===== src/hw/rtl/mtc_pkg.sv =====
// Package for the markup token classifier: transaction types, token state,
// kind and role codes, and the per-character token body function.
// No dependencies.
package mtc_pkg;

	localparam int unsigned MaxResults = 4;

	localparam logic [2:0] KIND_TEXT    = 3'd0;
	localparam logic [2:0] KIND_TAG     = 3'd1;
	localparam logic [2:0] KIND_ENDTAG  = 3'd2;
	localparam logic [2:0] KIND_SINGLE  = 3'd3;
	localparam logic [2:0] KIND_COMMENT = 3'd4;
	localparam logic [2:0] KIND_DOCTYPE = 3'd5;
	localparam logic [2:0] KIND_PI      = 3'd6;
	localparam logic [2:0] KIND_EOF     = 3'd7;

	localparam logic [1:0] ROLE_TEXT = 2'd0;
	localparam logic [1:0] ROLE_OPEN = 2'd1;
	localparam logic [1:0] ROLE_BODY = 2'd2;

	localparam logic [7:0] CH_LT    = 8'h3C;
	localparam logic [7:0] CH_GT    = 8'h3E;
	localparam logic [7:0] CH_BANG  = 8'h21;
	localparam logic [7:0] CH_DASH  = 8'h2D;
	localparam logic [7:0] CH_SLASH = 8'h2F;
	localparam logic [7:0] CH_QMARK = 8'h3F;
	localparam logic [7:0] CH_SQ    = 8'h27;
	localparam logic [7:0] CH_DQ    = 8'h22;

	localparam logic [15:0] PAIR_LT_BANG = 16'h3C21;
	localparam logic [15:0] PAIR_LT      = 16'h003C;
	localparam logic [15:0] PAIR_DASHES  = 16'h2D2D;
	localparam logic [15:0] PAIR_SLASH_GT = 16'h2F3E;

	typedef enum logic [5:0] {
		MODE_IDLE = 6'b000001,
		MODE_TEXT = 6'b000010,
		MODE_P1   = 6'b000100,
		MODE_P2   = 6'b001000,
		MODE_P3   = 6'b010000,
		MODE_BODY = 6'b100000
	} mode_t;

	typedef struct packed {
		logic       command;
		logic [7:0] data_byte;
	} item_t;

	typedef struct packed {
		logic [7:0] char_out;
		logic       has_char;
		logic [1:0] role;
		logic       in_name;
		logic [2:0] kind;
		logic       token_done;
		logic [1:0] close_len;
		logic       name_cut;
		logic       quoted;
		logic       run_last;
	} result_t;

	typedef struct packed {
		logic [2:0]  cur_kind;
		logic [15:0] recent_pair;
		logic        quote_open;
		logic        quote_is_double;
		logic        name_active;
		logic [1:0]  name_count;
		logic [15:0] name_tail;
	} tok_t;

	typedef struct packed {
		tok_t    tok;
		result_t res;
		logic    match;
	} body_ret_t;

	typedef struct packed {
		result_t [MaxResults-1:0] res;
		logic [2:0]               cnt;
	} step_out_t;

	localparam tok_t TOK_CLEAR = '{
		cur_kind: KIND_TEXT, recent_pair: 16'h0000, quote_open: 1'b0,
		quote_is_double: 1'b0, name_active: 1'b1, name_count: 2'd0,
		name_tail: 16'h0000
	};

	function automatic result_t mk_res(logic [7:0] ch, logic has, logic [1:0] role,
			logic nm, logic [2:0] kind, logic done, logic [1:0] clen, logic cut,
			logic q);
		result_t r;
		r.char_out   = ch;
		r.has_char   = has;
		r.role       = role;
		r.in_name    = nm;
		r.kind       = kind;
		r.token_done = done;
		r.close_len  = clen;
		r.name_cut   = cut;
		r.quoted     = q;
		r.run_last   = 1'b0;
		return r;
	endfunction

	function automatic result_t mk_mark(logic [2:0] kind);
		return mk_res(8'h00, 1'b0, ROLE_TEXT, 1'b0, kind, 1'b1, 2'd0, 1'b0, 1'b0);
	endfunction

	function automatic result_t mk_open(logic [7:0] ch, logic [2:0] kind, logic done);
		return mk_res(ch, 1'b1, ROLE_OPEN, 1'b0, kind, done, 2'd0, 1'b0, 1'b0);
	endfunction

	function automatic tok_t tok_begin(logic [2:0] kind, logic [15:0] pair);
		tok_t t;
		t = TOK_CLEAR;
		t.cur_kind = kind;
		t.recent_pair = pair;
		return t;
	endfunction

	function automatic logic is_space(logic [7:0] c);
		return c == 8'h20 || (c >= 8'h09 && c <= 8'h0D) || c == 8'h85 || c == 8'hA0;
	endfunction

	function automatic logic [1:0] dlm_len(logic [2:0] k);
		logic [1:0] len;
		unique case (k) inside
			KIND_TAG, KIND_ENDTAG, KIND_DOCTYPE: len = 2'd1;
			KIND_COMMENT: len = 2'd3;
			KIND_PI: len = 2'd2;
			default: len = 2'd0;
		endcase
		return len;
	endfunction

	// second-to-last byte of the closing delimiter
	function automatic logic [7:0] dlm_mid(logic [2:0] k);
		logic [7:0] d;
		unique case (k)
			KIND_COMMENT: d = CH_DASH;
			KIND_PI: d = CH_QMARK;
			default: d = 8'h00;
		endcase
		return d;
	endfunction

	// one content byte of an open token
	function automatic body_ret_t body_char(tok_t s, logic [7:0] c);
		body_ret_t r;
		tok_t n;
		logic [2:0] k;
		logic [1:0] len;
		logic [7:0] d1;
		logic [7:0] prev;
		logic app;
		logic match;
		logic cut;
		k = s.cur_kind;
		len = dlm_len(k);
		d1 = dlm_mid(k);
		prev = s.recent_pair[7:0];
		n = s;
		app = 1'b0;
		match = 1'b0;
		cut = 1'b0;
		if (s.name_active) begin
			if (!is_space(c)) begin
				app = 1'b1;
				n.name_tail = {s.name_tail[7:0], c};
				if (s.name_count != 2'd3) begin
					n.name_count = s.name_count + 2'd1;
				end
			end else begin
				n.name_active = (s.name_count == 2'd0);
			end
		end
		if (k != KIND_COMMENT) begin
			if (!s.quote_open) begin
				if (c == CH_SQ || c == CH_DQ) begin
					n.quote_open = 1'b1;
					n.quote_is_double = (c == CH_DQ);
				end
			end else begin
				n.quote_open = (c != (s.quote_is_double ? CH_DQ : CH_SQ));
			end
		end
		if ((k == KIND_COMMENT || !n.quote_open) && len != 2'd0) begin
			match = c == CH_GT && (len < 2'd2 || prev == d1) &&
				(len < 2'd3 || s.recent_pair[15:8] == CH_DASH);
		end
		n.recent_pair = {s.recent_pair[7:0], c};
		if (match) begin
			if (app) begin
				cut = s.name_count >= (len - 2'd1) &&
					(len < 2'd2 || s.name_tail[7:0] == d1) &&
					(len < 2'd3 || s.name_tail[15:8] == CH_DASH);
			end else begin
				cut = len < 2'd3 && n.name_count >= len && n.name_tail[7:0] == CH_GT &&
					(len < 2'd2 || n.name_tail[15:8] == d1);
			end
			if (k == KIND_TAG && prev == CH_SLASH) begin
				k = KIND_SINGLE;
			end
		end
		r.res = mk_res(c, 1'b1, ROLE_BODY, app, k, match, match ? len : 2'd0, cut,
			n.quote_open);
		r.tok = match ? TOK_CLEAR : n;
		r.match = match;
		return r;
	endfunction

endpackage


===== src/hw/rtl/mtc_core.sv =====
// Token state registers and the per-transaction step logic: from the
// registered input item, builds up to four results and the next state.
// Depends on mtc_pkg.
module mtc_core (
	input  logic               clk,
	input  logic               arst_n,
	input  logic               fire,
	input  mtc_pkg::item_t     item,
	output mtc_pkg::step_out_t step
);

	mtc_pkg::mode_t mode_q;
	mtc_pkg::mode_t mode_d;
	mtc_pkg::tok_t  tok_q;
	mtc_pkg::tok_t  tok_d;
	mtc_pkg::body_ret_t b_tag;
	mtc_pkg::body_ret_t b_doc;
	mtc_pkg::body_ret_t b_dash;
	mtc_pkg::body_ret_t b_dash2;
	mtc_pkg::body_ret_t b_body;
	logic [7:0] b;
	logic [2:0] pk;
	logic [2:0] fk;
	logic [2:0] cnt_m1;

	assign b = item.data_byte;

	always_comb begin
		b_tag   = mtc_pkg::body_char(mtc_pkg::tok_begin(mtc_pkg::KIND_TAG, mtc_pkg::PAIR_LT), b);
		b_doc   = mtc_pkg::body_char(
			mtc_pkg::tok_begin(mtc_pkg::KIND_DOCTYPE, mtc_pkg::PAIR_LT_BANG), b);
		b_dash  = mtc_pkg::body_char(
			mtc_pkg::tok_begin(mtc_pkg::KIND_DOCTYPE, mtc_pkg::PAIR_LT_BANG), mtc_pkg::CH_DASH);
		b_dash2 = mtc_pkg::body_char(b_dash.tok, b);
		b_body  = mtc_pkg::body_char(tok_q, b);
	end

	always_comb begin
		pk = (b == mtc_pkg::CH_SLASH) ? mtc_pkg::KIND_ENDTAG : mtc_pkg::KIND_PI;
		fk = tok_q.cur_kind;
		if (fk == mtc_pkg::KIND_TAG && tok_q.recent_pair == mtc_pkg::PAIR_SLASH_GT) begin
			fk = mtc_pkg::KIND_SINGLE;
		end
	end

	always_comb begin
		step = '0;
		tok_d = tok_q;
		mode_d = mode_q;
		if (item.command) begin
			tok_d = mtc_pkg::TOK_CLEAR;
			mode_d = mtc_pkg::MODE_IDLE;
			unique case (mode_q)
				mtc_pkg::MODE_TEXT: begin
					step.res[0] = mtc_pkg::mk_mark(mtc_pkg::KIND_TEXT);
					step.res[1] = mtc_pkg::mk_mark(mtc_pkg::KIND_EOF);
					step.cnt = 3'd2;
				end
				mtc_pkg::MODE_P1: begin
					step.res[0] = mtc_pkg::mk_open(mtc_pkg::CH_LT, mtc_pkg::KIND_TAG, 1'b1);
					step.res[1] = mtc_pkg::mk_mark(mtc_pkg::KIND_EOF);
					step.cnt = 3'd2;
				end
				mtc_pkg::MODE_P2: begin
					step.res[0] = mtc_pkg::mk_open(mtc_pkg::CH_LT, mtc_pkg::KIND_DOCTYPE, 1'b0);
					step.res[1] = mtc_pkg::mk_open(mtc_pkg::CH_BANG, mtc_pkg::KIND_DOCTYPE, 1'b1);
					step.res[2] = mtc_pkg::mk_mark(mtc_pkg::KIND_EOF);
					step.cnt = 3'd3;
				end
				mtc_pkg::MODE_P3: begin
					step.res[0] = mtc_pkg::mk_open(mtc_pkg::CH_LT, mtc_pkg::KIND_DOCTYPE, 1'b0);
					step.res[1] = mtc_pkg::mk_open(mtc_pkg::CH_BANG, mtc_pkg::KIND_DOCTYPE, 1'b0);
					step.res[2] = b_dash.res;
					step.res[2].token_done = 1'b1;
					step.res[3] = mtc_pkg::mk_mark(mtc_pkg::KIND_EOF);
					step.cnt = 3'd4;
				end
				mtc_pkg::MODE_BODY: begin
					step.res[0] = mtc_pkg::mk_mark(fk);
					step.res[1] = mtc_pkg::mk_mark(mtc_pkg::KIND_EOF);
					step.cnt = 3'd2;
				end
				default: begin
					step.res[0] = mtc_pkg::mk_mark(mtc_pkg::KIND_EOF);
					step.cnt = 3'd1;
				end
			endcase
		end else begin
			unique case (mode_q)
				mtc_pkg::MODE_TEXT: begin
					if (b == mtc_pkg::CH_LT) begin
						step.res[0] = mtc_pkg::mk_mark(mtc_pkg::KIND_TEXT);
						mode_d = mtc_pkg::MODE_P1;
					end else begin
						step.res[0] = mtc_pkg::mk_res(b, 1'b1, mtc_pkg::ROLE_TEXT, 1'b0,
							mtc_pkg::KIND_TEXT, 1'b0, 2'd0, 1'b0, 1'b0);
					end
					step.cnt = 3'd1;
				end
				mtc_pkg::MODE_P1: begin
					if (b == mtc_pkg::CH_BANG) begin
						mode_d = mtc_pkg::MODE_P2;
					end else if (b == mtc_pkg::CH_SLASH || b == mtc_pkg::CH_QMARK) begin
						step.res[0] = mtc_pkg::mk_open(mtc_pkg::CH_LT, pk, 1'b0);
						step.res[1] = mtc_pkg::mk_open(b, pk, 1'b0);
						step.cnt = 3'd2;
						tok_d = mtc_pkg::tok_begin(pk, {mtc_pkg::CH_LT, b});
						mode_d = mtc_pkg::MODE_BODY;
					end else begin
						step.res[0] = mtc_pkg::mk_open(mtc_pkg::CH_LT, mtc_pkg::KIND_TAG, 1'b0);
						step.res[1] = b_tag.res;
						step.cnt = 3'd2;
						tok_d = b_tag.tok;
						mode_d = b_tag.match ? mtc_pkg::MODE_IDLE : mtc_pkg::MODE_BODY;
					end
				end
				mtc_pkg::MODE_P2: begin
					if (b == mtc_pkg::CH_DASH) begin
						mode_d = mtc_pkg::MODE_P3;
					end else begin
						step.res[0] = mtc_pkg::mk_open(mtc_pkg::CH_LT, mtc_pkg::KIND_DOCTYPE, 1'b0);
						step.res[1] = mtc_pkg::mk_open(mtc_pkg::CH_BANG, mtc_pkg::KIND_DOCTYPE, 1'b0);
						step.res[2] = b_doc.res;
						step.cnt = 3'd3;
						tok_d = b_doc.tok;
						mode_d = b_doc.match ? mtc_pkg::MODE_IDLE : mtc_pkg::MODE_BODY;
					end
				end
				mtc_pkg::MODE_P3: begin
					if (b == mtc_pkg::CH_DASH) begin
						step.res[0] = mtc_pkg::mk_open(mtc_pkg::CH_LT, mtc_pkg::KIND_COMMENT, 1'b0);
						step.res[1] = mtc_pkg::mk_open(mtc_pkg::CH_BANG, mtc_pkg::KIND_COMMENT, 1'b0);
						step.res[2] = mtc_pkg::mk_open(mtc_pkg::CH_DASH, mtc_pkg::KIND_COMMENT, 1'b0);
						step.res[3] = mtc_pkg::mk_open(mtc_pkg::CH_DASH, mtc_pkg::KIND_COMMENT, 1'b0);
						tok_d = mtc_pkg::tok_begin(mtc_pkg::KIND_COMMENT, mtc_pkg::PAIR_DASHES);
						mode_d = mtc_pkg::MODE_BODY;
					end else begin
						step.res[0] = mtc_pkg::mk_open(mtc_pkg::CH_LT, mtc_pkg::KIND_DOCTYPE, 1'b0);
						step.res[1] = mtc_pkg::mk_open(mtc_pkg::CH_BANG, mtc_pkg::KIND_DOCTYPE, 1'b0);
						step.res[2] = b_dash.res;
						step.res[3] = b_dash2.res;
						tok_d = b_dash2.tok;
						mode_d = b_dash2.match ? mtc_pkg::MODE_IDLE : mtc_pkg::MODE_BODY;
					end
					step.cnt = 3'd4;
				end
				mtc_pkg::MODE_BODY: begin
					step.res[0] = b_body.res;
					step.cnt = 3'd1;
					tok_d = b_body.tok;
					mode_d = b_body.match ? mtc_pkg::MODE_IDLE : mtc_pkg::MODE_BODY;
				end
				default: begin
					if (b == mtc_pkg::CH_LT) begin
						mode_d = mtc_pkg::MODE_P1;
					end else begin
						step.res[0] = mtc_pkg::mk_res(b, 1'b1, mtc_pkg::ROLE_TEXT, 1'b0,
							mtc_pkg::KIND_TEXT, 1'b0, 2'd0, 1'b0, 1'b0);
						step.cnt = 3'd1;
						mode_d = mtc_pkg::MODE_TEXT;
					end
				end
			endcase
		end
		cnt_m1 = step.cnt - 3'd1;
		for (int i = 0; i < mtc_pkg::MaxResults; i++) begin
			step.res[i].run_last = (cnt_m1 == 3'(i));
		end
	end

	always_ff @(posedge clk or negedge arst_n) begin
		if (!arst_n) begin
			mode_q <= mtc_pkg::MODE_IDLE;
			tok_q <= mtc_pkg::TOK_CLEAR;
		end else if (fire) begin
			mode_q <= mode_d;
			tok_q <= tok_d;
		end
	end

endmodule


===== src/hw/rtl/mtc_obuf.sv =====
// Result register: holds the results of one transaction and hands them
// out one per cycle on the result channel while it is not stalled.
// Depends on mtc_pkg.
module mtc_obuf (
	input  logic               clk,
	input  logic               arst_n,
	input  logic               load,
	input  mtc_pkg::step_out_t step,
	output logic               can_load,
	output logic               result_valid,
	input  logic               result_stall,
	output mtc_pkg::result_t   result
);

	mtc_pkg::result_t res_q [mtc_pkg::MaxResults];
	logic       valid_q;
	logic [1:0] idx_q;
	logic [1:0] last_q;
	logic       take;
	logic       last_take;
	logic [1:0] cnt_m1;

	assign take         = valid_q && !result_stall;
	assign last_take    = take && (idx_q == last_q);
	assign can_load     = !valid_q || last_take;
	assign result_valid = valid_q;
	assign result       = res_q[idx_q];
	assign cnt_m1       = step.cnt[1:0] - 2'd1;

	always_ff @(posedge clk) begin
		if (load) begin
			for (int i = 0; i < mtc_pkg::MaxResults; i++) begin
				res_q[i] <= step.res[i];
			end
		end
	end

	always_ff @(posedge clk or negedge arst_n) begin
		if (!arst_n) begin
			valid_q <= 1'b0;
			idx_q <= 2'd0;
			last_q <= 2'd0;
		end else if (load) begin
			valid_q <= 1'b1;
			idx_q <= 2'd0;
			last_q <= cnt_m1;
		end else if (last_take) begin
			valid_q <= 1'b0;
		end else if (take) begin
			idx_q <= idx_q + 2'd1;
		end
	end

endmodule


===== src/hw/rtl/markup_token_classifier.sv =====
// Markup token classifier, top level: input register, step logic, result
// register and serializer. Depends on mtc_pkg, mtc_core, mtc_obuf.
//
// Takes one byte (or an end-of-input command) per item transaction and
// returns zero to four result transactions per item, in order, one per
// cycle while the output is not stalled; with a free output, an item is
// taken every cycle as long as each produces at most one result. An item
// producing more results holds the result register until its last result
// is taken, so the output serializer sets the rate. An item passes the
// input register and the step logic into the result register, which
// presents its first result. While the result register waits on a stalled
// output, the input register holds one more item and then the input stalls.
module markup_token_classifier (
	input  logic             clk,
	input  logic             arst_n,
	input  logic             item_valid,
	output logic             item_stall,
	input  mtc_pkg::item_t   item,
	output logic             result_valid,
	input  logic             result_stall,
	output mtc_pkg::result_t result
);

	mtc_pkg::item_t     item_s1;
	logic               valid_s1;
	logic               can_load;
	logic               fire;
	logic               load;
	mtc_pkg::step_out_t step;

	assign fire       = valid_s1 && can_load;
	assign item_stall = valid_s1 && !can_load;
	assign load       = fire && (step.cnt != 3'd0);

	always_ff @(posedge clk) begin
		if (item_valid && !item_stall) begin
			item_s1 <= item;
		end
	end

	always_ff @(posedge clk or negedge arst_n) begin
		if (!arst_n) begin
			valid_s1 <= 1'b0;
		end else if (item_valid && !item_stall) begin
			valid_s1 <= 1'b1;
		end else if (fire) begin
			valid_s1 <= 1'b0;
		end
	end

	mtc_core u_core (
		.clk    (clk),
		.arst_n (arst_n),
		.fire   (fire),
		.item   (item_s1),
		.step   (step)
	);

	mtc_obuf u_obuf (
		.clk          (clk),
		.arst_n       (arst_n),
		.load         (load),
		.step         (step),
		.can_load     (can_load),
		.result_valid (result_valid),
		.result_stall (result_stall),
		.result       (result)
	);

`ifndef SYNTHESIS
	a_marker_closes: assert property (@(posedge clk) disable iff (!arst_n)
		result_valid && !result.has_char |-> result.token_done)
		else $error("marker result without token_done");

	a_eof_last: assert property (@(posedge clk) disable iff (!arst_n)
		result_valid && (result.kind == mtc_pkg::KIND_EOF) && !result.has_char
		|-> result.run_last && result.token_done)
		else $error("end-of-file marker not last of its transaction");

	a_run_continues: assert property (@(posedge clk) disable iff (!arst_n)
		result_valid && !result_stall && !result.run_last |=> result_valid)
		else $error("result run broken before its last transaction");

	a_stall_busy: assert property (@(posedge clk) disable iff (!arst_n)
		item_stall |-> result_valid)
		else $error("input stalled while result register empty");
`endif

endmodule

===== config.mk =====
export PLATFORM = sky130hd
export DESIGN_NAME = markup_token_classifier
export DESIGN_NICKNAME = d
export VERILOG_FILES = /design/src/hw/rtl/mtc_pkg.sv /design/src/hw/rtl/mtc_core.sv /design/src/hw/rtl/mtc_obuf.sv /design/src/hw/rtl/markup_token_classifier.sv
export SDC_FILE = /design/constraint.sdc
export NUM_CORES = 1
export LEC_CHECK = 0
export ABC_AREA = 0
export BUFFER_PORTS_ARGS = -buffer_cell sky130_fd_sc_hd__buf_2
export CAP_MARGIN = 20
export CORE_MARGIN = 4
export CORE_UTILIZATION = 55
export CTS_CLUSTER_DIAMETER = 80
export DETAILED_ROUTE_END_ITERATION = 6
export PLACE_DENSITY = 0.78
export SKIP_LAST_GASP = 1
export SYNTH_ARGS = -nofsm -noshare
export SYNTH_HDL_FRONTEND = slang
export SYNTH_SLANG_ARGS = --single-unit

===== constraint.sdc =====
create_clock -name clk -period 8.25 [get_ports clk]
set_input_delay 0 -clock clk [delete_from_list [all_inputs] [get_ports clk]]
set_output_delay 0 -clock clk [all_outputs]
set_load 0.01 [all_outputs]

# Yosys cells after proc, flatten, opt, wreduce, memory -nomap -nowiden
# Memory sizes are Yosys's and may differ from the RTL's.
# Index checks and enable logic that the tools add are counted.
# totals
reg_bits	61
mem_bits_rw	84
inputBits	13
output_inout_bits	23
wordCells	199
n_memories	1
# op_classes
add_sub_neg	5
magnitude_cmp	8
eq_ne	46
n_mux	74
reduce_logical	51
# memory_table
name	depth	word_bits	read_ports	rd_ports_with_merged_regs	write_ports	line_no	rtl
u_obuf.res_q	4	21	1	0	4	mtc_obuf.sv:15	mtc_pkg::result_t res_q [mtc_pkg::MaxResults];
# op_table
cell	n
40-bit 2-to-1 mux	8
40-bit case mux with 4 select lines	1
8-bit by 6-bit equality test with 1-bit output, second input constant	15
24-bit case mux with 5 select lines	1
22-bit case mux with 5 select lines	1
87-bit 2-to-1 mux	1
84-bit 2-to-1 mux	1
66-bit 2-to-1 mux	1
21-bit case mux with 3 select lines	1
19-bit case mux with 3 select lines	1
6-bit 2-to-1 mux	8
45-bit 2-to-1 mux	1
21-bit 2-to-1 mux	2
21-bit case mux with 2 select lines	1
38-bit 2-to-1 mux	1
19-bit case mux with 2 select lines	1
18-bit 2-to-1 mux	2
36-bit 2-to-1 mux	1
6-bit case mux with 5 select lines	1
8-bit equality test	3
24-bit 2-to-1 mux	1
1-bit 2-to-1 mux	20
1-bit logical AND	19
19-bit 2-to-1 mux	1
43 further kinds	91

# Longest topological paths before layout
# Gate-level depths: netlist of run 1.
# logic_depth
depth_word	19
ltp_mapped	13

# Cells and area by module
# A second synthesis of run 1 with hierarchy kept.
# hier_totals
hier_cells	652
hier_area_um2	7663.6
# by_module_without_submodules
mod	instances	cells_per_inst	area_per_inst_um2	seq_area_each_um2
mtc_core	1	503	4010.1	1153.6
mtc_obuf	1	133	3320.7	2647.5
markup_token_classifier	1	16	332.8	295.3

# Worst setup path before layout of run 1
# OpenSTA, ideal clock, no wires.
# synth_path
kind	register to register
startpoint	reg u_core.mode_q[5]
endpoint	reg u_obuf.last_q[0]
setup_time_ps	83
arrival_time_ps	6188
required_time_ps	8167
path_slack_ps	1979
path_stages_with_launch	12
n_path_buf	2
synth_period_minus_slack_ps	6271
cell_sequence	dfrtp_1 clkbuf_1 nor3_1 nand3_1 clkbuf_1 nor2_1 nor2_1 a32o_1 ha_1 ha_1 nor2_1 mux2_2
# synth_between
elab_chain_cells	5
# synth_rtl
element	line_no	rtl
start: declaration	mtc_core.sv:12	mtc_pkg::mode_t mode_q;
start signal: assignment	mtc_core.sv:173	mode_q <= mtc_pkg::MODE_IDLE;
start signal: assignment	mtc_core.sv:176	mode_q <= mode_d;
6-bit equality test, or another cell as far along	mtc_core.sv:53, mtc_core.sv:89	
24-bit case mux with 5 select lines or 22-bit case mux with 5 select lines (tied branches)	mtc_core.sv:89, mtc_core.sv:53	
87-bit 2-to-1 mux *	mtc_core.sv:50	if (item.command) begin
3-bit nonzero test *	markup_token_classifier.sv:33	assign load = fire && (step.cnt != 3'd0);
1-bit logical AND *	markup_token_classifier.sv:33	
named net load	markup_token_classifier.sv:28	logic load;
end signal: assignment	mtc_obuf.sv:46	last_q <= cnt_m1;
end: declaration	mtc_obuf.sv:18	logic [1:0] last_q;
# The timed path passes the listed nets; every way through them passes the cells marked *.
# A chain may end at the register's enable or synchronous reset.

# Worst setup path after layout of run 1
# Same ends and word-level chain as after synthesis.

==> results.sh, run 1 <==
export IMPL_cpMaxStageDelayCell="buf_4"
export IMPL_syn_nets=660
export IMPL_drt_iter0_markers=796
export IMPL_worstPathCellList="nor3_1 > nand3_1 > nor2_1 > nor2_1 > a32o_1 > ha_1 > ha_1 > nor2_4 > buf_4 > mux2_2"
export IMPL_fp_row_count=41
export IMPL_sequentialPowerShare_pct=41.4
export IMPL_viasPerCell=6.48
export IMPL_maxSlewViolCount=0
export IMPL_yosysWarnings=0
export IMPL_io_pins=36
export IMPL_clock_latency_ns=0.43
export IMPL_setup_viol=0
export IMPL_fillCellCount=950
export IMPL_htreeDepth=4
export IMPL_port_buffers=35
export IMPL_drc_errors=0
export IMPL_relSlewSlack_pct=28.9
export IMPL_crit_required_ns=8.56
export IMPL_leakagePower_nw=3.30
export IMPL_clk_path_buf_depth=2
export IMPL_root_buffer="clkbuf_16"
export IMPL_ys_ff_latch=142
export IMPL_holdWs_ns=0.237
export IMPL_status="complete, no violations"
export IMPL_max_freq_ghz=0.238
export IMPL_synth_edf_count=90
export IMPL_grt_usage_pct=26.0
export IMPL_seq_area_um2=4010
export IMPL_crit_path_end_kind="flip-flop"
export IMPL_postRouteAntennaNets=0
export IMPL_overflow=0
export IMPL_initial_utilization_pct=57.0
export IMPL_coreArea_um2=12800
export IMPL_peakVddDrop_mv=0.203
export IMPL_cts_tree="built"
export IMPL_grt_setup_unrepaired="false"
export IMPL_grt_max_degree=77
export IMPL_hpwl_um=12600
export IMPL_synth_seq_area_share_pct=54.8
export IMPL_finalHoldViolations=0
export IMPL_path_class="flip-flop to flip-flop"
export IMPL_first_pass_iters=5
export IMPL_die_h_um=123
export IMPL_internal_power_mw=1.89
export IMPL_cts_clk_slew_worst_paths_ns=0.07
export IMPL_multiInputGateArea_um2=3060
export IMPL_cp_max_fo=76
export IMPL_diodes=0
export IMPL_num_vias=5516
export IMPL_wire_per_inst_um=21.6
export IMPL_crit_buf_inv=1
export IMPL_clkPwrFrac_pct=26.5
export IMPL_tns_ns=0
export IMPL_cts_setup_buffers=0
export IMPL_pwr_share_comb_pct=32.1
export IMPL_powerDensity_nw_per_um2=353
export IMPL_dieWidth_um=123
export IMPL_arrival_ns=4.51
export IMPL_layout_common_cells="edfxtp_1 (90), nor2_1 (68), nand2_1 (59)"
export IMPL_skew_ns=0.00774
export IMPL_synth_cell_types=83
export IMPL_cts_resized=0
export IMPL_path_delay_family="simple AND/OR/NAND/NOR gates"
export IMPL_hp_class="input port to async pin"
export IMPL_cts_sinks=142
export IMPL_avgSynthCellArea_um2=11.5
export IMPL_antenna_found_initial=0
export IMPL_post_route_period_util_pct=50.9
export IMPL_start_kind="flip-flop"
export IMPL_synth_flop_cell="edfxtp_1"
export IMPL_gp_congestion=0.930
export IMPL_mappedNetlistArea_um2=7320
export IMPL_post_route_util_pct=64.7
export IMPL_final_common_cell="edfxtp_1"
export IMPL_numCtsBuffers=17
export IMPL_grt_pass1_wl_um=29800
export IMPL_p_sw_mw=1.04
export IMPL_max_cap_violations=0
export IMPL_drive_gt1_share_pct=18.0
export IMPL_syn_inst=635
export IMPL_dieArea_um2=15200
export IMPL_async_flop_share_pct=36.6
export IMPL_tightestPinTransition_ns=1.07
export IMPL_r2r_slack_ns=4.05
export IMPL_netSwitchingFraction_pct=35.5
export IMPL_slowest_delay_ns=0.76
export IMPL_final_nets=691
export IMPL_post_route_min_period_ns=4.20
export IMPL_grt_pass1_vias=5427
export IMPL_wl_um=18400
export IMPL_area_growth_pct=13.4
[routing by layer]
metal	up-vias	global-route usage (%)	wire length [um]
met3	33	5.31	1780
met1	2708	36.6	7480
li1	2477	-	-
met2	298	40.7	8800
met4	0	8.86	348
met5	-	0	0
[layout make-up]
cell class	instances	share of cell area, %
timing repair buffer	53	4.10
clock inverter	15	2.14
tap	172	2.59
sequential	142	48.3
clock buffer	17	5.13
multi-input combinational	433	36.9
inverter	19	0.860
[synth_stat cells, types with 5 or more instances]
master	instances	area [um^2]
o22ai_1	7	43.8
a31oi_1	6	37.5
a22o_1	20	175
nor2_1	69	259
nand3_1	13	65.1
and3_1	8	50.1
o21ai_0	30	150
mux2_2	7	78.8
mux4_2	20	450
and2_1	12	75.1
nor3_1	21	105
a21o_1	8	60.1
nand2b_1	9	56.3
edfxtp_1	90	2700
o31ai_1	6	45.0
clkbuf_1	23	86.3
ha_1	12	150
buf_2	11	55.1
a221o_1	8	80.1
nor3b_1	6	45.0
inv_1	18	67.6
a32o_1	5	50.1
dfrtp_1	50	1250
nand2_1	59	221
a21oi_1	21	105
[state kept, by name (all words and copies together), names as in the netlist]
| register | cells |
|---|---|
| valid_s1 | 1 |
| item_s1 | 9 |
| u_obuf.res_q | 81 |
| u_core.mode_q | 6 |
| u_obuf.idx_q | 2 |
| u_obuf.last_q | 2 |
| u_obuf.result_valid | 1 |
| u_core.tok_q | 40 |
[through the flow]
step	cell area, um^2	instances	setup WS [ns]	total power [mW]
after floorplan	7320	635	1.98	1.88
after global placement	7570	807	4.38	2.12
after detailed placement	7570	807	4.19	2.16
after CTS	8290	851	4.17	2.94
after global routing	8290	851	3.86	3.09
final	8290	851	4.05	2.93
[power groups by stage]
stage	Clock, mW	Sequential (mW)	Combinational [mW]
after floorplan	0	1.15	0.728
after global placement	0	1.20	0.916
after detailed placement	0	1.22	0.935
after CTS	0.783	1.21	0.947
after global routing	0.821	1.23	1.04
final	0.776	1.21	0.942
[worst min-delay path: cells and delay by family]
family   cells  cell delay, ns
buf+inv      3            1.14
[cells by family (layout without fill, tap and decap cells)]
| family | count (synthesis) | in the layout | share of synthesized area (%) |
|---|---|---|---|
| simple gates | 236 | 236 | 16.2 |
| compound gates | 151 | 151 | 15.3 |
| flops | 142 | 142 | 54.8 |
| buf+inv | 60 | 104 | 3.54 |
| mux | 28 | 28 | 7.37 |
| fa+ha+maj | 12 | 12 | 2.05 |
| xor+xnor | 6 | 6 | 0.718 |
[path summary, 6_finish.rpt]
| kind | cells after the start | endpoint | startpoint |
|---|---|---|---|
| worst max-delay path | 10 | u_obuf.last_q[0] | u_core.mode_q[5] |
| worst min-delay path | 3 | u_core.tok_q[39] | arst_n |
| worst max register to register | 10 | u_obuf.last_q[0] | u_core.mode_q[5] |
| worst min register to register | 1 | u_core.tok_q[15] | u_core.tok_q[15] |
| max in group asynchronous | 3 | u_obuf.result_valid | arst_n |
| min in group clk | 2 | item_s1[5] | item[5] |
[timing repair]
action,CTS,global route
hold buffers,12,0
endpoints found under the hold margin,63,0
setup endpoints to repair,0,0
Note: power is estimated with default switching activity, not from simulation.
==> run 2, diff against run 1 <==
--- a/config.mk
+++ b/config.mk
@@ -12,7 +12,7 @@
 export CORE_UTILIZATION = 55
 export CTS_CLUSTER_DIAMETER = 80
 export DETAILED_ROUTE_END_ITERATION = 6
-export PLACE_DENSITY = 0.78
+export PLACE_DENSITY = 0.81
 export SKIP_LAST_GASP = 1
 export SYNTH_ARGS = -nofsm -noshare
 export SYNTH_HDL_FRONTEND = slang
==> constraint.sdc (replaced) <==
create_clock -name clk -period 3.4 [get_ports clk]
set_input_delay 0 -clock clk [delete_from_list [all_inputs] [get_ports clk]]
set_output_delay 0 -clock clk [all_outputs]
set_load 0.01 [all_outputs]
==> run 2 against run 1 <==
  * Combinational power grew to 2.8 times the previous value
  * Clock skew about the same
  * Register-to-register slack worse by 3.8 ns
  * Worst setup slack worse by 3.8 ns
  * Largest cell class unchanged
  * Via count grew 2.5%
  * Worst hold slack improved by 0.0014 ns
  * Die area stayed put
  * Critical path depth shrank 1
  * Sequential cell count unchanged
  * Wire length is 1.8% higher
  * Critical endpoint is now u_core.tok_q[38]
  * Critical path type unchanged
==> results.sh, run 2 (synthesized netlist as in run 1, its figures left out) <==
export IMPL_num_vias=5654
export IMPL_slowest_delay_ns=0.60
export IMPL_drt_iter0_markers=728
export IMPL_wl_met2_um=8950
export IMPL_setup_ws_ns=0.227
export IMPL_wl_met3_um=1510
export IMPL_dieWidth_um=123
export IMPL_postRouteAntennaNets=0
export IMPL_overflow=0
export IMPL_initial_utilization_pct=57.0
export IMPL_post_route_util_pct=67.1
export IMPL_area_growth_pct=17.6
export IMPL_final_nets=724
export IMPL_largest_reg_flops=81
export IMPL_cts_setup_buffers=0
export IMPL_post_route_min_period_ns=3.17
export IMPL_placed_cell_area_um2=7860
export IMPL_cts_clk_slew_worst_paths_ns=0.06
export IMPL_clk_path_buf_depth=2
export IMPL_r2r_end="u_core.tok_q[38]"
export IMPL_arrival_ns=3.48
export IMPL_grt_setup_unrepaired="false"
export IMPL_max_cap_violations=0
export IMPL_finalHoldViolations=0
export IMPL_cts_sinks=142
export IMPL_cpMaxStageDelayCell="nor4b_1"
export IMPL_grt_max_degree=47
export IMPL_cts_tree="built"
export IMPL_start_kind="flip-flop"
export IMPL_finalPower_mw=7.32
export IMPL_htreeDepth=4
export IMPL_top_regs="u_obuf.res_q: 81 flops, u_core.tok_q: 40 flops, item_s1: 9 flops"
export IMPL_worstPathCellList="buf_4 > nor4b_1 > nand2_1 > buf_4 > nor2_1 > nand2_1 > nand3_1 > nand2b_1 > mux2_2"
export IMPL_path_class="flip-flop to flip-flop"
export IMPL_first_pass_iters=5
export IMPL_wire_per_inst_um=21.2
export IMPL_gp_congestion=1.00
export IMPL_leakagePower_nw=3.46
export IMPL_die_h_um=123
export IMPL_dieArea_um2=15200
export IMPL_max_freq_ghz=0.315
export IMPL_tns_ns=0
export IMPL_coreArea_um2=12800
export IMPL_final_common_cell="edfxtp_1"
export IMPL_hp_class="input port to async pin"
export IMPL_setup_viol=0
export IMPL_grt_pass1_vias=5455
export IMPL_fp_row_count=41
export IMPL_r2r_start="item_s1[6]"
export IMPL_instances_no_fill=884
export IMPL_top_register="u_obuf.res_q"
export IMPL_port_buffers=35
export IMPL_skew_ns=0.00737
export IMPL_post_route_period_util_pct=93.3
export IMPL_root_buffer="clkbuf_16"
export IMPL_holdWs_ns=0.238
export IMPL_numCtsBuffers=17
export IMPL_r2r_slack_ns=0.23
export IMPL_clock_latency_ns=0.43
export IMPL_seq_area_um2=4010
export IMPL_grt_usage_pct=26.3
export IMPL_drc_errors=0
export IMPL_rr_worst_depth=9
export IMPL_wl_um=18700
export IMPL_highest_layer="met4"
export IMPL_layout_common_cells="edfxtp_1 (90), nor2_1 (67), nand2_1 (58)"
export IMPL_tightestPinTransition_ns=0.945
export IMPL_multiInputGateArea_um2=3110
export IMPL_grt_pass1_wl_um=30000
export IMPL_crit_required_ns=3.71
export IMPL_m1WireLength_um=7910
export IMPL_antenna_found_initial=0
export IMPL_maxSlewViolCount=0
export IMPL_crit_path_end_kind="flip-flop"
export IMPL_fillCellCount=943
export IMPL_powerDensity_nw_per_um2=851
export IMPL_peakVddDrop_mv=0.444
export IMPL_diodes=0
export IMPL_final_area_um2=8600
export IMPL_viasPerCell=6.40
export IMPL_drive_gt1_share_pct=22.6
export IMPL_dp_slack_ns=0.244
export IMPL_cp_max_fo=11
export IMPL_relSlewSlack_pct=36.7
export IMPL_placed_cells=838
export IMPL_status="complete, no violations"
export IMPL_hpwl_um=13000
export IMPL_io_pins=36
==> run 2: cell types whose count changed in the layout (fill, tap and decap cells not counted), moves of 3 or more <==
cell / previous run / this run
clkinv_2: 0 / 4
inv_8: 4 / 0
inv_6: 3 / 0
clkinv_4: 4 / 0
buf_4: 6 / 36
==> run 2: area by class of cell <==
class / instances / share of cell area, %
Timing Repair Buffer: 85 / 6.92
Clock buffer: 18 / 4.99
Sequential cell: 142 / 46.6
Clock inverter: 14 / 2.02
Tap cell: 172 / 2.50
Multi-Input combinational cell: 434 / 36.2
Inverter: 19 / 0.829
==> run 2: per-layer routing <==
layer	up-vias	GRT usage, %
met5	-	0
met4	0	8.37
met3	41	6.63
met2	273	40.8
met1	2803	36.5
li1	2537	-
==> run 2: worst max path at each step <==
stage | startpoint | to | slack [ns] | cells past startpoint
3_5_place_dp | u_core.mode_q[2] | u_obuf.res_q[3][10] | 0.24 | 9
5_1_grt | item_s1[5] | u_obuf.res_q[0][2] | 0.02 | 12
4_1_cts | u_core.mode_q[2] | u_obuf.res_q[3][10] | 0.22 | 9
3_3_place_gp | item_s1[6] | u_core.tok_q[38] | 0.34 | 9
2_1_floorplan | item_s1[5] | u_obuf.last_q[0] | -0.24 | 10
6_report | item_s1[6] | u_core.tok_q[38] | 0.23 | 9
==> run 2: critical path: cells and delay by family, from the launching register on <==
kind / cells / cell delay, ns
flops: 1 / 0.41
mux: 1 / 0.36
buf+inv: 2 / 0.39
simple gates: 6 / 1.90
==> run 2: what timing repair did <==
item,4_1_cts,5_1_grt
endpoints found under the hold margin,63,0
resized for setup,0,1
hold buffers,13,0
endpoints found under the setup margin,0,4
==> run 2: report_power, final <==
part / switching [mW] / internal [mW] / leakage [nW]
sequential: 0.293 / 2.53 / 1.55
clock: 0.684 / 1.21 / 0.288
combinational: 1.52 / 1.08 / 1.62
total: 2.50 / 4.82 / 3.46
==> run 3, diff against run 2 <==
--- a/config.mk
+++ b/config.mk
@@ -5,14 +5,14 @@
 export SDC_FILE = /design/constraint.sdc
 export NUM_CORES = 1
 export LEC_CHECK = 0
-export ABC_AREA = 0
+export ABC_AREA = 1
 export BUFFER_PORTS_ARGS = -buffer_cell sky130_fd_sc_hd__buf_2
 export CAP_MARGIN = 20
 export CORE_MARGIN = 4
 export CORE_UTILIZATION = 55
 export CTS_CLUSTER_DIAMETER = 80
 export DETAILED_ROUTE_END_ITERATION = 6
-export PLACE_DENSITY = 0.81
+export PLACE_DENSITY = 0.8
 export SKIP_LAST_GASP = 1
 export SYNTH_ARGS = -nofsm -noshare
 export SYNTH_HDL_FRONTEND = slang
==> constraint.sdc (replaced) <==
create_clock -name clk -period 3.4 [get_ports clk]
set_input_delay 0.68 -clock clk [delete_from_list [all_inputs] [get_ports clk]]
set_output_delay 0.68 -clock clk [all_outputs]
set_load 0.01 [all_outputs]
==> run 3 against run 2 <==
  * Register-to-register slack gained 0.15 ns
  * Non-clock buffer count is 27 lower
  * Clock-buffer cell count grew 1
  * Clock skew increased by 0.0026 ns
  * Via count is 27% higher
  * Synthesized cell count grew 52%
  * Sequential power grew 1%
  * Largest cell class unchanged
  * Largest power group unchanged
  * Highest routed layer unchanged
==> results.sh, run 3 <==
export IMPL_grt_setup_unrepaired="false"
export IMPL_cts_setup_buffers=0
export IMPL_cts_resized=0
export IMPL_finalHoldViolations=0
export IMPL_synthAdderAreaFrac_pct=1.90
export IMPL_finalPower_mw=7.59
export IMPL_powerDensity_nw_per_um2=847
export IMPL_ys_ff_latch=142
export IMPL_io_pins=36
export IMPL_post_route_min_period_ns=3.03
export IMPL_cts_clk_slew_worst_paths_ns=0.06
export IMPL_cp_max_fo=23
export IMPL_crit_required_ns=3.51
export IMPL_leakagePower_nw=3.83
export IMPL_synth_edf_count=90
export IMPL_start_kind="flip-flop"
export IMPL_gp_congestion=0.983
export IMPL_max_freq_ghz=0.330
export IMPL_drive_gt1_share_pct=14.3
export IMPL_final_area_um2=8970
export IMPL_busiest_layer="met2"
export IMPL_hold_buffers=0
export IMPL_tightestPinTransition_ns=0.855
export IMPL_use_met1_pct=37.9
export IMPL_r2r_end="u_obuf.res_q[0][3]"
export IMPL_syn_inst=965
export IMPL_grt_usage_pct=28.5
export IMPL_synth_top_area_share_pct=34.2
export IMPL_port_buffers=35
export IMPL_fillCellCount=1164
export IMPL_drt_iter0_markers=1022
export IMPL_setup_viol=0
export IMPL_synth_cell_types=45
export IMPL_dieWidth_um=128
export IMPL_peakVddDrop_mv=0.403
export IMPL_arrival_ns=3.14
export IMPL_synth_simple_gate_area_share_pct=25.5
export IMPL_synth_xor_xnor_area_share_pct=0.111
export IMPL_post_route_util_pct=64.1
export IMPL_synth_compound_area_share_pct=13.6
export IMPL_synthMostInstantiatedCell="nand2_1"
export IMPL_numCtsBuffers=17
export IMPL_path_class="flip-flop to flip-flop"
export IMPL_synth_seq_area_share_pct=50.7
export IMPL_num_vias=7161
export IMPL_final_common_cell="nand2_1"
export IMPL_synth_top_family_by_area="simple AND/OR/NAND/NOR gates"
export IMPL_yosysWarnings=0
export IMPL_worstSetupStartpoint="u_core.mode_q[3]"
export IMPL_r2r_start="u_core.mode_q[3]"
export IMPL_final_nets=1025
export IMPL_cts_sinks=142
export IMPL_avgSynthCellArea_um2=8.18
export IMPL_grt_pass1_wl_um=36000
export IMPL_yosysTopAreaCell="edfxtp_1"
export IMPL_tns_ns=0
export IMPL_synthMuxAreaShare_pct=0
export IMPL_cts_tree="built"
export IMPL_htreeDepth=4
export IMPL_crit_path_end_kind="flip-flop"
export IMPL_dieArea_um2=16300
export IMPL_max_cap_violations=0
export IMPL_maxSlewViolCount=0
export IMPL_largest_reg_flops=81
export IMPL_clk_path_buf_depth=2
export IMPL_rr_worst_depth=14
export IMPL_viasPerCell=6.00
export IMPL_top_regs="u_obuf.res_q: 81 flops, u_core.tok_q: 40 flops, item_s1: 9 flops"
export IMPL_grt_max_degree=44
export IMPL_root_buffer="clkbuf_16"
export IMPL_synth_flop_cell="edfxtp_1"
export IMPL_syn_nets=990
export IMPL_setup_ws_ns=0.372
export IMPL_hp_class="input port to async pin"
export IMPL_antenna_found_initial=0
export IMPL_drc_errors=0
export IMPL_diodes=0
export IMPL_first_pass_iters=6
export IMPL_crit_end="u_obuf.res_q[0][3]"
export IMPL_grt_util_met2_pct=45.7
export IMPL_wire_per_inst_um=18.8
export IMPL_initial_utilization_pct=56.5
export IMPL_fp_row_count=43
export IMPL_dp_slack_ns=0.446
export IMPL_grt_use_met3_pct=6.29
export IMPL_layout_common_cells="nand2_1 (207), nor2_1 (130), inv_1 (100)"
export IMPL_postRouteAntennaNets=0
export IMPL_post_route_period_util_pct=89.1
export IMPL_placed_cell_area_um2=8350
export IMPL_r2r_slack_ns=0.37
export IMPL_wl_um=22500
export IMPL_area_growth_pct=13.6
export IMPL_die_h_um=128
export IMPL_status="complete, no violations"
export IMPL_grt_pass1_vias=6801
export IMPL_async_flop_share_pct=36.6
export IMPL_synth_commonest_cells="nand2_1 (209), nor2_1 (131), inv_1 (102), o21ai_0 (91), edfxtp_1 (90)"
export IMPL_skew_ns=0.00993
export IMPL_clock_latency_ns=0.43
export IMPL_synthTopCellsByArea="edfxtp_1 (34%), dfrtp_1 (16%), nand2_1 (9.9%)"
export IMPL_hpwl_um=15900
export IMPL_overflow=0
export IMPL_relSlewSlack_pct=43.0
export IMPL_top_register="u_obuf.res_q"
export IMPL_mappedNetlistArea_um2=7900
export IMPL_coreArea_um2=14000
[run 3: changes by cell type after synthesis, moves of 15 or more]
cell,delta
nand2_1,+150
o21ai_0,+61
nor2_1,+62
mux4_2,-20
nand3_1,+43
a22o_1,-20
inv_1,+84
o21ai_1,+21
nand4_1,+15
o22ai_1,+18
[run 3: through the flow]
step	instances	hold slack, ns
2_1_floorplan	965	0.384
3_3_place_gp	1161	0.458
3_5_place_dp	1161	0.464
4_1_cts	1193	0.249
5_1_grt	1193	0.262
6_report	1193	0.243
[run 3: cell type report]
class	instances	area [um^2]	area share [%]
sequential	142	4010	44.7
clock inverter	13	186	2.08
clock buffer	19	433	4.83
inverter	116	440	4.91
multi-input combinational	665	3320	37.0
timing repair buffer	58	360	4.02
tap	180	225	2.51
[run 3: where the power goes]
| group | internal [mW] | switching, mW | leakage, nW |
|---|---|---|---|
| sequential | 2.57 | 0.306 | 1.54 |
| clock | 1.23 | 0.741 | 0.302 |
| combinational | 0.858 | 1.89 | 1.99 |
[run 3: how the worst min path moves through the flow]
stage,startpoint,to,cells past startpoint
3_3_place_gp,u_core.tok_q[28],u_core.tok_q[36],2
2_1_floorplan,arst_n,u_core.mode_q[1],0
6_report,arst_n,u_core.tok_q[23],1
4_1_cts,arst_n,u_core.tok_q[31],1
5_1_grt,arst_n,u_core.tok_q[31],1
3_5_place_dp,u_core.tok_q[28],u_core.tok_q[36],2
[run 3: cells by family (layout without fill, tap and decap cells)]
family / after synthesis / in the layout
and+or+nand+nor: 460 / 460
buffers and inverters: 158 / 206
xor gates and xnor gates: 1 / 1
AOI/OAI and AO/OA: 192 / 192
adders and majority gates: 12 / 12
DFF: 142 / 142
[run 3: worst max-delay path: stages (launching register included)]
cell      delay, ns
dfrtp_1        0.42
nor2_1         0.18
inv_1          0.08
nor2_2         0.16
nand3_2        0.11
nand2_4        0.16
inv_1          0.09
nand2_2        0.16
o22ai_1        0.14
a21boi_4       0.23
inv_2          0.08
ha_4           0.16
ha_4           0.15
nor2_4         0.22
buf_4          0.34
[run 3: metal layers]
layer	up-vias	wire length (um)
met5	-	0
met2	465	10600
met1	3318	8670
met4	0	754
li1	3306	-
met3	72	2450
